`src/sv/ttlc_pkg.sv`:
```
// Package for the TTL cache table: request codes, field widths and shared types.
// Used by the top level, controller and datapath of the ttl_cache_table_core hierarchy.
package ttlc_pkg;

    localparam int KEY_W    = 64;
    localparam int VALUE_W  = 64;
    localparam int TTL_W    = 16;
    localparam int PLEN_W   = 4;
    localparam int REQ_W    = 3;
    localparam int TIME_W   = 32;
    localparam int CNT_W    = 7;
    localparam int CAP_W    = 7;
    localparam int CFG_IDX_W = 1;
    localparam int CFG_DATA_W = 16;
    localparam logic [TTL_W-1:0] FALLBACK_TTL = TTL_W'(60);
    localparam logic [TIME_W-1:0] TIME_TOP = '1;

    typedef enum logic [REQ_W-1:0] {
        REQ_GET    = 3'd0,
        REQ_SET    = 3'd1,
        REQ_DEL    = 3'd2,
        REQ_CLRPFX = 3'd3,
        REQ_CLRALL = 3'd4,
        REQ_TICK   = 3'd5
    } t_req;

    localparam logic [CFG_IDX_W-1:0] CFG_CAPACITY = 1'b0;
    localparam logic [CFG_IDX_W-1:0] CFG_DEF_TTL  = 1'b1;

    // Scan passes the controller asks the datapath to run.
    typedef enum logic [2:0] {
        SCAN_FIND   = 3'd0,
        SCAN_PURGE  = 3'd1,
        SCAN_MIN    = 3'd2,
        SCAN_FREE   = 3'd3,
        SCAN_PREFIX = 3'd4
    } t_scan;

    typedef struct packed {
        logic  latch;      // capture the request
        logic  scan_start; // begin a pass at slot zero
        t_scan scan_kind;
        logic  drop_hit;   // drop the slot found by the find pass
        logic  drop_min;   // drop the earliest-expiry slot
        logic  write_new;  // write into found free slot
        logic  write_hit;  // write value and expiry into found slot
        logic  clear_all;
        logic  tick;
        logic  get_hit;    // latch read data as hit
        logic  set_found;
        logic  out_load;
    } t_cmd;

    typedef struct packed {
        logic scan_done;
        logic hit;        // find pass found key
        logic hit_expired;
        logic full;       // count at or above effective capacity
        logic free_ok;    // free slot exists
        logic min_ok;
    } t_sts;

endpackage

```
`src/sv/ttlc_ctrl.sv`:
```
// Controller of the TTL cache table: sequences scan passes per request.
// Depends on ttlc_pkg.
module ttlc_ctrl (
    input  logic                       i_clk,
    input  logic                       i_rst_n,
    input  logic                       i_in_valid,
    output logic                       o_in_ready,
    input  logic [ttlc_pkg::REQ_W-1:0] i_req_type,
    output logic                       o_out_valid,
    input  logic                       i_out_ready,
    output ttlc_pkg::t_cmd             o_cmd,
    input  ttlc_pkg::t_sts             i_sts
);
    import ttlc_pkg::*;

    typedef enum logic [3:0] {
        S_IDLE, S_FIND, S_FIND_W, S_PURGE_W, S_MIN_W, S_FREE_W, S_PFX_W, S_OUT
    } t_state;

    t_state r_state;
    t_req   r_req;
    logic   r_out_valid;
    logic   r_evicted;

    assign o_in_ready  = (r_state == S_IDLE) && !r_out_valid;
    assign o_out_valid = r_out_valid;

    always_comb begin
        o_cmd = '0;
        o_cmd.scan_kind = SCAN_FIND;
        unique case (r_state)
            S_IDLE: if (i_in_valid && o_in_ready) o_cmd.latch = 1'b1;
            S_FIND: begin
                o_cmd.scan_start = 1'b1;
                o_cmd.scan_kind = (r_req == REQ_CLRPFX) ? SCAN_PREFIX : SCAN_FIND;
            end
            S_FIND_W: if (i_sts.scan_done) begin
                if (r_req == REQ_SET) begin
                    if (i_sts.hit) o_cmd.write_hit = 1'b1;
                    else begin
                        o_cmd.scan_start = 1'b1;
                        o_cmd.scan_kind = i_sts.full ? SCAN_PURGE : SCAN_FREE;
                    end
                end
            end
            S_PURGE_W: if (i_sts.scan_done && i_sts.full) begin
                o_cmd.scan_start = 1'b1;
                o_cmd.scan_kind = SCAN_MIN;
            end else if (i_sts.scan_done) begin
                o_cmd.scan_start = 1'b1;
                o_cmd.scan_kind = SCAN_FREE;
            end
            S_MIN_W: if (i_sts.scan_done && !r_evicted) begin
                o_cmd.drop_min = i_sts.min_ok;
            end else if (r_evicted) begin
                o_cmd.scan_start = 1'b1;
                o_cmd.scan_kind = SCAN_FREE;
            end
            S_FREE_W: if (i_sts.scan_done) o_cmd.write_new = i_sts.free_ok;
            default: ;
        endcase
        // Result load: done in S_OUT, the cycle before the result is presented.
        if (r_state == S_OUT && !r_out_valid) begin
            o_cmd.out_load = 1'b1;
            unique case (r_req)
                REQ_GET: begin
                    o_cmd.get_hit   = i_sts.hit && !i_sts.hit_expired;
                    o_cmd.set_found = i_sts.hit && !i_sts.hit_expired;
                    o_cmd.drop_hit  = i_sts.hit && i_sts.hit_expired;
                end
                REQ_DEL: begin
                    o_cmd.set_found = i_sts.hit;
                    o_cmd.drop_hit  = i_sts.hit;
                end
                REQ_CLRALL: o_cmd.clear_all = 1'b1;
                REQ_CLRPFX: o_cmd.clear_all = 1'b0;
                REQ_TICK: o_cmd.tick = 1'b1;
                default: ;
            endcase
        end
    end

    always_ff @(posedge i_clk) begin
        if (!i_rst_n) begin
            r_state     <= S_IDLE;
            r_req       <= REQ_GET;
            r_out_valid <= 1'b0;
            r_evicted   <= 1'b0;
        end else begin
            if (r_out_valid && i_out_ready) r_out_valid <= 1'b0;
            unique case (r_state)
                S_IDLE: if (i_in_valid && o_in_ready) begin
                    r_req <= t_req'(i_req_type);
                    r_evicted <= 1'b0;
                    if (i_req_type == REQ_GET || i_req_type == REQ_SET ||
                        i_req_type == REQ_DEL ||
                        i_req_type == REQ_CLRPFX) r_state <= S_FIND;
                    else r_state <= S_OUT;
                end
                S_FIND: r_state <= (r_req == REQ_CLRPFX) ? S_PFX_W : S_FIND_W;
                S_FIND_W: if (i_sts.scan_done) begin
                    if (r_req == REQ_SET && !i_sts.hit)
                        r_state <= i_sts.full ? S_PURGE_W : S_FREE_W;
                    else r_state <= S_OUT;
                end
                S_PURGE_W: if (i_sts.scan_done)
                    r_state <= i_sts.full ? S_MIN_W : S_FREE_W;
                S_MIN_W: begin
                    if (i_sts.scan_done) r_evicted <= 1'b1;
                    if (r_evicted) r_state <= S_FREE_W;
                end
                S_FREE_W: if (i_sts.scan_done) r_state <= S_OUT;
                S_PFX_W: if (i_sts.scan_done) r_state <= S_OUT;
                S_OUT: if (!r_out_valid) begin
                    r_out_valid <= 1'b1;
                    r_state <= S_IDLE;
                end
                default: r_state <= S_IDLE;
            endcase
        end
    end

endmodule

```
`config.mk`:
```
export PLATFORM = sky130hd
export DESIGN_NAME = ttlc_ctrl
export DESIGN_NICKNAME = d
export VERILOG_FILES = /design/src/sv/ttlc_pkg.sv /design/src/sv/ttlc_ctrl.sv
export SDC_FILE = /design/constraint.sdc
export NUM_CORES = 1
export LEC_CHECK = 0
export ABC_CLOCK_PERIOD_IN_PS = 4900
export BUFFER_PORTS_ARGS = -buffer_cell sky130_fd_sc_hd__buf_2
export CAP_MARGIN = 40
export CORE_MARGIN = 5
export CORE_UTILIZATION = 49
export DETAILED_ROUTE_END_ITERATION = 10
export GPL_TIMING_DRIVEN = 0
export PLACE_DENSITY = 0.87
export SLEW_MARGIN = 15
export SYNTH_ARGS = -nofsm -noshare
export SYNTH_HDL_FRONTEND = slang
export SYNTH_SLANG_ARGS = --single-unit
export TNS_END_PERCENT = 1
```
`constraint.sdc`:
```
create_clock -name i_clk -period 4.9 [get_ports i_clk]
set_input_delay 0.98 -clock i_clk [delete_from_list [all_inputs] [get_ports i_clk]]
set_output_delay 0.98 -clock i_clk [all_outputs]
set_load 0.02 [all_outputs]
```
After elaboration in Yosys (flattened, before gate mapping)
Index checks and enable logic that the tools add are counted.
{ "word_totals": {"regBits": 9, "inputBits": 13, "out_inout_bits": 16, "elab_cells": 95} }
{ "classes": {"eq_ne": 22, "mux": 45, "reduce_logical": 24} }
{ "op_table": {"columns": ["cell", "count"], "rows": [
  ["$mux W4", 13],
  ["$pmux W4 S7", 1],
  ["$mux W1", 20],
  ["$eq A4 B3 Y1 const B", 4],
  ["$pmux W4 S4", 1],
  ["$mux W3", 5],
  ["$eq A3 B2 Y1 const B", 4],
  ["$ne A2 B2 Y1 const B", 5],
  ["$logic_and A1 B1 Y1", 9],
  ["$eq A4 B2 Y1 const B", 2],
  ["$eq A3 B1 Y1 const B", 2],
  ["$eq A3 B3 Y1 const B", 2],
  ["$logic_not A3 Y1", 2],
  ["$pmux W1 S2", 3],
  ["$reduce_and A6 Y1", 1],
  ["$mux W5", 1],
  ["$eq A4 B1 Y1 const B", 1],
  ["$logic_not A1 Y1", 4],
  ["$logic_not A4 Y1", 1],
  ["$ne A2 B1 Y1 const B", 2],
  ["$logic_or A1 B1 Y1", 3],
  ["$reduce_and A3 Y1", 1],
  ["$mux W2", 1],
  ["$reduce_and A2 Y1", 1],
  ["other kinds (2)", 2]
]} }

Logic depth before layout (Yosys ltp)
Gate-level depths: netlist of the first run.
{ "logic_depth": {"word_depth": 7, "ltp_mapped": 5, "ltp_nobuf": 4} }

Least setup slack after synthesis of the first run
No wires, ideal clock.
{ "synth_path": {"path_kind": "in2out", "from": "input port i_sts[4] in the netlist's numbering", "to": "output port o_cmd[2] in the netlist's numbering", "t_arrival_ns": 2.011, "t_required_ns": 3.920, "setup_slack_ns": 1.909, "path_stages": 3, "n_path_buf": 0, "cell_sequence": "inv_1 or4_2 nor3_1"} }
{ "synth_lines": {"columns": ["item", "line_no", "source"], "rows": [
  ["start: declaration", "ttlc_ctrl.sv:12", "input ttlc_pkg::t_sts i_sts"],
  ["end: declaration", "ttlc_ctrl.sv:11", "output ttlc_pkg::t_cmd o_cmd,"]
]} }

==> impl_metrics.yaml, run 1 <==
hold_path:
  hold_path_class: "register to register"
final_layout:
  fin_nets: 137
  final_area_sq_um: 862
  fillers: 114
  multi_input_area_sq_um: 457
  final_layout_size_suffix_gt1_share_pct: 36.9
  regArea_sq_um: 160
  mostFrequentLayoutCells: "buf_2 (28), inv_1 (9), nor2_1 (9), o21ai_0 (9), dfxtp_1 (8)"
  diodes: 0
  layout_commonest_cell: "buf_2"
  syn2layout_area_growth_pct: 26.7
sta:
  finalSetupViolations: 0
  tightest_slew_ns: 0.439
  slew_headroom_pct: 70.5
  clock.fmax_ghz: 0.329
  rsz0062_at_grt: "false"
  slew_violations: 0
  hold_violations: 0
  period_share_pct: 62.1
  min_period_ns: 3.04
  finClkSkew_ns: 0.00297
  fin_tns_setup_ns: 0
clock_network:
  root_buffer: "clkbuf_4"
  cts_resized: 0
  cts_max_path_buffers: 2
  cts_setup_buffers: 0
  clock-sinks: 8
  holdBufCountCts: 0
  htreeDepth: 1
  cts_buffers: 3
  cts_tree: "done"
  clk_pin_slew_ns: 0.06
  insertion_delay_ns: 0.26
critical_path:
  cp_cell_sequence: "buf_2 > inv_1 > or4_2 > a21oi_1 > buf_2"
  critPathKind: "input pin to output pin"
  timing.critical_path.mode_cell: "buf_2"
  worst-endpoint-required_ns: 3.92
  cp-start-kind: "input pin"
  cpMaxStageDelayCell: "or4_2"
  path_max_fanout: 3
  end_kind: "output pin"
  critPathArrivalTime_ns: 2.06
  slowest_delay_ns: 0.62
placed_design:
  dpl_cell_area_sq_um: 840
  gp_congestion: 0.923
  dp_hpwl_mm: 1.40
  numPortBuffers: 28
power:
  power_leakage_nw: 0.425
  p_per_area_nw_per_um2: 485
  peakVddDrop_uv: 298
detailed_routing:
  num_vias: 792
  avgRoutedWirePerCell_um: 12.9
  drt_iter0_drc: 30
  routed_wl_mm: 1.77
  drc_errors: 0
  via_per_inst: 5.78
  firstDrtPassIters: 4
  ant_nets: 0
yosys:
  synth-seq-cells: 8
  syn_avg_cell_area_sq_um: 7.48
  syn_nets: 104
  netlist_instances: 91
  synth_top_family_by_area: "simple AND/OR/NAND/NOR gates"
  synth_adder_area_share_pct: 0
  yosysWarnings: 0
  synthMuxAreaShare_pct: 5.88
  synth_compound_area_share_pct: 23.9
  seq_area_frac_synth_pct: 23.5
  synthXorXnorAreaFrac_pct: 0
  synth.cell_area_sq_um: 681
  ys_types: 35
  synthSimpleGateAreaFrac_pct: 37.3
die:
  coreArea_sq_um: 1300
  io_pins: 29
  dieArea_sq_um: 2230
  die_x_um: 47.3
  initial_core_util_pct: 52.3
  fp-row-count: 13
  die_y_um: 47.3
grt:
  grt_overflow: 0
  grt_max_degree: 11
  antenna_found_initial: 0
  grt_use_total_pct: 18.5
  grt_pass1_vias: 712
  grt_pass1_wl_mm: 3.01
status:
  status: "finished, final reports clean"
job:
  max-cap-violations: 0
-- through the flow --
| step | cells | worst slack, ns | util [%] | hold slack, ns | power (mW) |
|---|---|---|---|---|---|
| floorplan | 91 | 1.91 | - | 0.553 | 0.299 |
| global placement | 134 | 1.87 | 64.5 | 0.581 | 0.354 |
| detailed placement | 134 | 1.86 | 64.5 | 0.609 | 0.361 |
| CTS | 137 | 1.85 | 66.3 | 0.610 | 0.414 |
| global route | 137 | 1.80 | 66.3 | 0.659 | 0.452 |
| finish | 137 | 1.86 | 66.3 | 0.615 | 0.418 |
-- registers in the layout, indices dropped and copies added (netlist names) --
signal,count
o_out_valid,1
r_state,3
r_evicted,1
r_req,3
-- metal layers --
| layer | track usage, % | wire (um) |
|---|---|---|
| met5 | 0 | 0 |
| met4 | 4.97 | 20 |
| met3 | 3.83 | 100 |
| met2 | 31.6 | 899 |
| met1 | 23.3 | 753 |
-- critical path: cells and delay by family --
kind                   cells  cell delay, ns
AND/OR/NAND/NOR            1            0.62
buffers and inverters      3            0.33
AO/OA/AOI/OAI              1            0.13
-- cell families (layout without fill, tap and decap cells) --
| kind of cell | Yosys count | count (layout) |
|---|---|---|
| AO/OA/AOI/OAI | 24 | 24 |
| flip-flops | 8 | 8 |
| buffers and inverters | 12 | 43 |
| multiplexers | 4 | 4 |
| AND/OR/NAND/NOR | 43 | 43 |
-- cell usage after synthesis --
| master | number | share of area [%] |
|---|---|---|
| and2_1 | 2 | 1.8 |
| mux2i_1 | 4 | 5.9 |
| or4_1 | 1 | 1.1 |
| or3_1 | 1 | 0.92 |
| and3_2 | 1 | 1.1 |
| nand4b_1 | 1 | 1.3 |
| or3b_1 | 1 | 1.3 |
| o32a_2 | 1 | 1.7 |
| buf_4 | 1 | 1.1 |
| dfxtp_1 | 8 | 24 |
| and4_1 | 1 | 1.3 |
| and3b_1 | 1 | 1.3 |
| o221a_2 | 1 | 1.7 |
| nor2_1 | 9 | 5.0 |
| o21ai_0 | 9 | 6.6 |
| o21bai_1 | 1 | 1.1 |
| a211o_1 | 1 | 1.3 |
| or4_2 | 2 | 2.6 |
| nor4_1 | 1 | 0.92 |
| a21boi_0 | 1 | 1.1 |
| nor3_1 | 3 | 2.2 |
| or3b_2 | 1 | 1.3 |
| nand2_1 | 5 | 2.8 |
| nand3b_1 | 2 | 2.2 |
| a31o_2 | 1 | 1.3 |
| nor2b_1 | 4 | 3.7 |
| nand3_1 | 4 | 2.9 |
| buf_6 | 2 | 3.3 |
| inv_1 | 9 | 5.0 |
| a211oi_1 | 1 | 1.1 |
| a221oi_2 | 1 | 2.2 |
| and2_2 | 2 | 2.2 |
| a311o_1 | 1 | 1.5 |
| a21oi_1 | 6 | 4.4 |
| and3b_2 | 1 | 1.5 |
-- cell type report --
type	instances	area share [%]
multi-input combinational	71	53.0
sequential	8	18.6
timing repair buffer	28	16.3
inverter	9	3.92
buffer	3	3.48
clock buffer	3	2.61
tap	15	2.18
-- worst paths after layout --
| path | slack, ns | cells past startpoint | end | startpoint |
|---|---|---|---|---|
| max | 1.86 | 5 | o_cmd[1] | i_sts[4] |
| max reg2reg | 3.21 | 4 | r_state[1]$_SDFFE_PN0P_ | r_req[0]$_SDFFE_PN0P_ |
| min | 0.62 | 2 | r_req[0]$_SDFFE_PN0P_ | r_req[0]$_SDFFE_PN0P_ |
| min reg2reg | 0.62 | 2 | r_req[0]$_SDFFE_PN0P_ | r_req[0]$_SDFFE_PN0P_ |
-- where the power goes --
group	internal [mW]	total [mW]	leakage, nW	switching, mW
Combinational	0.109	0.257	0.345	0.149
Clock	0.0283	0.0538	0.0138	0.0255
Sequential	0.0845	0.107	0.0657	0.0223
Total	0.221	0.418	0.425	0.197
(Power assumes the default switching activity.)
==> run 2, diff against run 1 <==
--- a/config.mk
+++ b/config.mk
@@ -5,14 +5,14 @@
 export SDC_FILE = /design/constraint.sdc
 export NUM_CORES = 1
 export LEC_CHECK = 0
-export ABC_CLOCK_PERIOD_IN_PS = 4900
+export ABC_CLOCK_PERIOD_IN_PS = 3100
 export BUFFER_PORTS_ARGS = -buffer_cell sky130_fd_sc_hd__buf_2
 export CAP_MARGIN = 40
 export CORE_MARGIN = 5
-export CORE_UTILIZATION = 49
+export CORE_UTILIZATION = 46
 export DETAILED_ROUTE_END_ITERATION = 10
 export GPL_TIMING_DRIVEN = 0
-export PLACE_DENSITY = 0.87
+export PLACE_DENSITY = 0.82
 export SLEW_MARGIN = 15
 export SYNTH_ARGS = -nofsm -noshare
 export SYNTH_HDL_FRONTEND = slang
==> constraint.sdc (replaced) <==
create_clock -name i_clk -period 3.1 [get_ports i_clk]
set_input_delay 0.62 -clock i_clk [delete_from_list [all_inputs] [get_ports i_clk]]
set_output_delay 0.62 -clock i_clk [all_outputs]
set_load 0.02 [all_outputs]
==> impl_metrics.yaml, run 2 (synthesis gave the netlist of run 1 again) <==
status:
  status: "finished, final reports clean"
power:
  p_int_mw: 0.350
  peakVddDrop_uv: 445
  combPwrFrac_pct: 61.7
  clkPwrFrac_pct: 12.6
  switching_share_pct: 46.8
  p_per_area_nw_per_um2: 763
  power_leakage_nw: 0.425
  seqPwrFrac_pct: 25.7
  power.switching_mw: 0.308
grt:
  met1_usage_pct: 19.1
  busiest_layer: "met2"
  grt_pass1_wl_mm: 3.08
  grt_overflow: 0
  grt_pass1_vias: 721
  grt_max_degree: 11
  antenna_found_initial: 0
  use_met2_pct: 25.7
  grt_use_met3_pct: 4.89
  grt_use_total_pct: 15.7
final_layout:
  top_regs: "r_req: 3 flops, r_state: 3 flops"
  mostFrequentLayoutCells: "buf_2 (28), inv_1 (9), nor2_1 (9), o21ai_0 (9), dfxtp_1 (8)"
  layout_commonest_cell: "buf_2"
  fin_nets: 137
  diodes: 0
  regArea_sq_um: 160
  multi_input_area_sq_um: 457
  final_area_sq_um: 862
  final_layout_size_suffix_gt1_share_pct: 36.9
  fillers: 123
  syn2layout_area_growth_pct: 26.7
placed_design:
  numPortBuffers: 28
  dpl_cell_area_sq_um: 840
  gp_congestion: 0.827
  dp_slack_ns: 0.776
  dp_hpwl_mm: 1.41
critical_path:
  timing.rr.start: "r_req[0]$_SDFFE_PN0P_"
  path_max_fanout: 10
  critical_path.endpoint: "o_cmd[8]"
  critPathKind: "register to output pin"
  r2r_slack_ns: 1.39
  reg2reg_to: "r_state[1]$_SDFFE_PN0P_"
  crit_start: "r_state[0]$_SDFFE_PN0P_"
  reg2reg_depth: 4
  worst-endpoint-required_ns: 2.48
  critPathArrivalTime_ns: 2.00
  end_kind: "output pin"
  cp-start-kind: "register"
hold_path:
  hold_path_class: "register to register"
  min_from: "r_evicted$_SDFFE_PN0P_"
die:
  die_x_um: 48.5
  io_pins: 29
  fp-row-count: 13
  dieArea_sq_um: 2350
  die_y_um: 48.5
  coreArea_sq_um: 1350
  initial_core_util_pct: 50.4
sta:
  rsz0062_at_grt: "false"
  tightest_slew_ns: 0.455
  finalSetupViolations: 0
  hold_violations: 0
  timing.hold.ws_ns: 0.614
  slew_violations: 0
  period_share_pct: 84.4
  fin_tns_setup_ns: 0
  setup_ws_ns: 0.484
  slew_headroom_pct: 69.5
  finClkSkew_ns: 0.00579
  clock.fmax_ghz: 0.382
  min_period_ns: 2.62
clock_network:
  htreeDepth: 1
  cts_buffers: 3
  cts_tree: "done"
  cts_setup_buffers: 0
  holdBufCountCts: 0
  root_buffer: "clkbuf_4"
  cts_max_path_buffers: 2
  insertion_delay_ns: 0.26
  clock-sinks: 8
  clk_pin_slew_ns: 0.06
  cts_resized: 0
detailed_routing:
  ant_nets: 0
  drc_errors: 0
  avgRoutedWirePerCell_um: 13.4
  drt_iter0_drc: 24
  routed_wl_mm: 1.84
  via_per_inst: 5.65
  firstDrtPassIters: 4
  num_vias: 774
job:
  max-cap-violations: 0
run 2: cell counts in the layout (fill, tap and decap cells not counted):
Identical to the previous run, type by type.
run 2: power by group through the flow:
| stage | Clock, mW | Combinational, mW | Sequential (mW) |
|---|---|---|---|
| 2_1_floorplan | 0 | 0.311 | 0.161 |
| 3_3_place_gp | 0 | 0.392 | 0.168 |
| 3_5_place_dp | 0 | 0.398 | 0.170 |
| 4_1_cts | 0.0849 | 0.403 | 0.168 |
| 5_1_grt | 0.0900 | 0.443 | 0.176 |
| 6_report | 0.0827 | 0.406 | 0.169 |
run 2: worst min path at each step:
stage	to	cells past startpoint
after CTS	r_evicted$_SDFFE_PN0P_	3
after global placement	r_evicted$_SDFFE_PN0P_	3
final	r_evicted$_SDFFE_PN0P_	3
after detailed placement	r_evicted$_SDFFE_PN0P_	3
after global routing	r_req[0]$_SDFFE_PN0P_	3
after floorplan	r_req[2]$_SDFFE_PN0P_	2
run 2: layer usage:
layer / vias to the layer above / part of all wire [%]
li1: 394 / -
met1: 352 / 44
met2: 26 / 48
met3: 2 / 6.6
met5: - / 0
met4: 0 / 0.54
run 2: per-stage QoR:
step,instances,util (%),power (mW)
2_1_floorplan,91,-,0.472
3_3_place_gp,134,62.2,0.560
3_5_place_dp,134,62.2,0.568
4_1_cts,137,63.9,0.655
5_1_grt,137,63.9,0.709
6_report,137,63.9,0.658
run 2: worst max-delay path: stages (launching register included):
cell and delay (ns):
dfxtp_1 0.41, buf_6 0.16, nand4b_1 0.23, or4_2 0.62, nor2_1 0.14, buf_2 0.17
run 2: cell type report:
class / count / area share, %
buffer: 3 / 3.48
clock buffer: 3 / 2.61
inverter: 9 / 3.92
multi-input combinational: 71 / 53.0
sequential: 8 / 18.6
tap: 15 / 2.18
timing repair buffer: 28 / 16.3
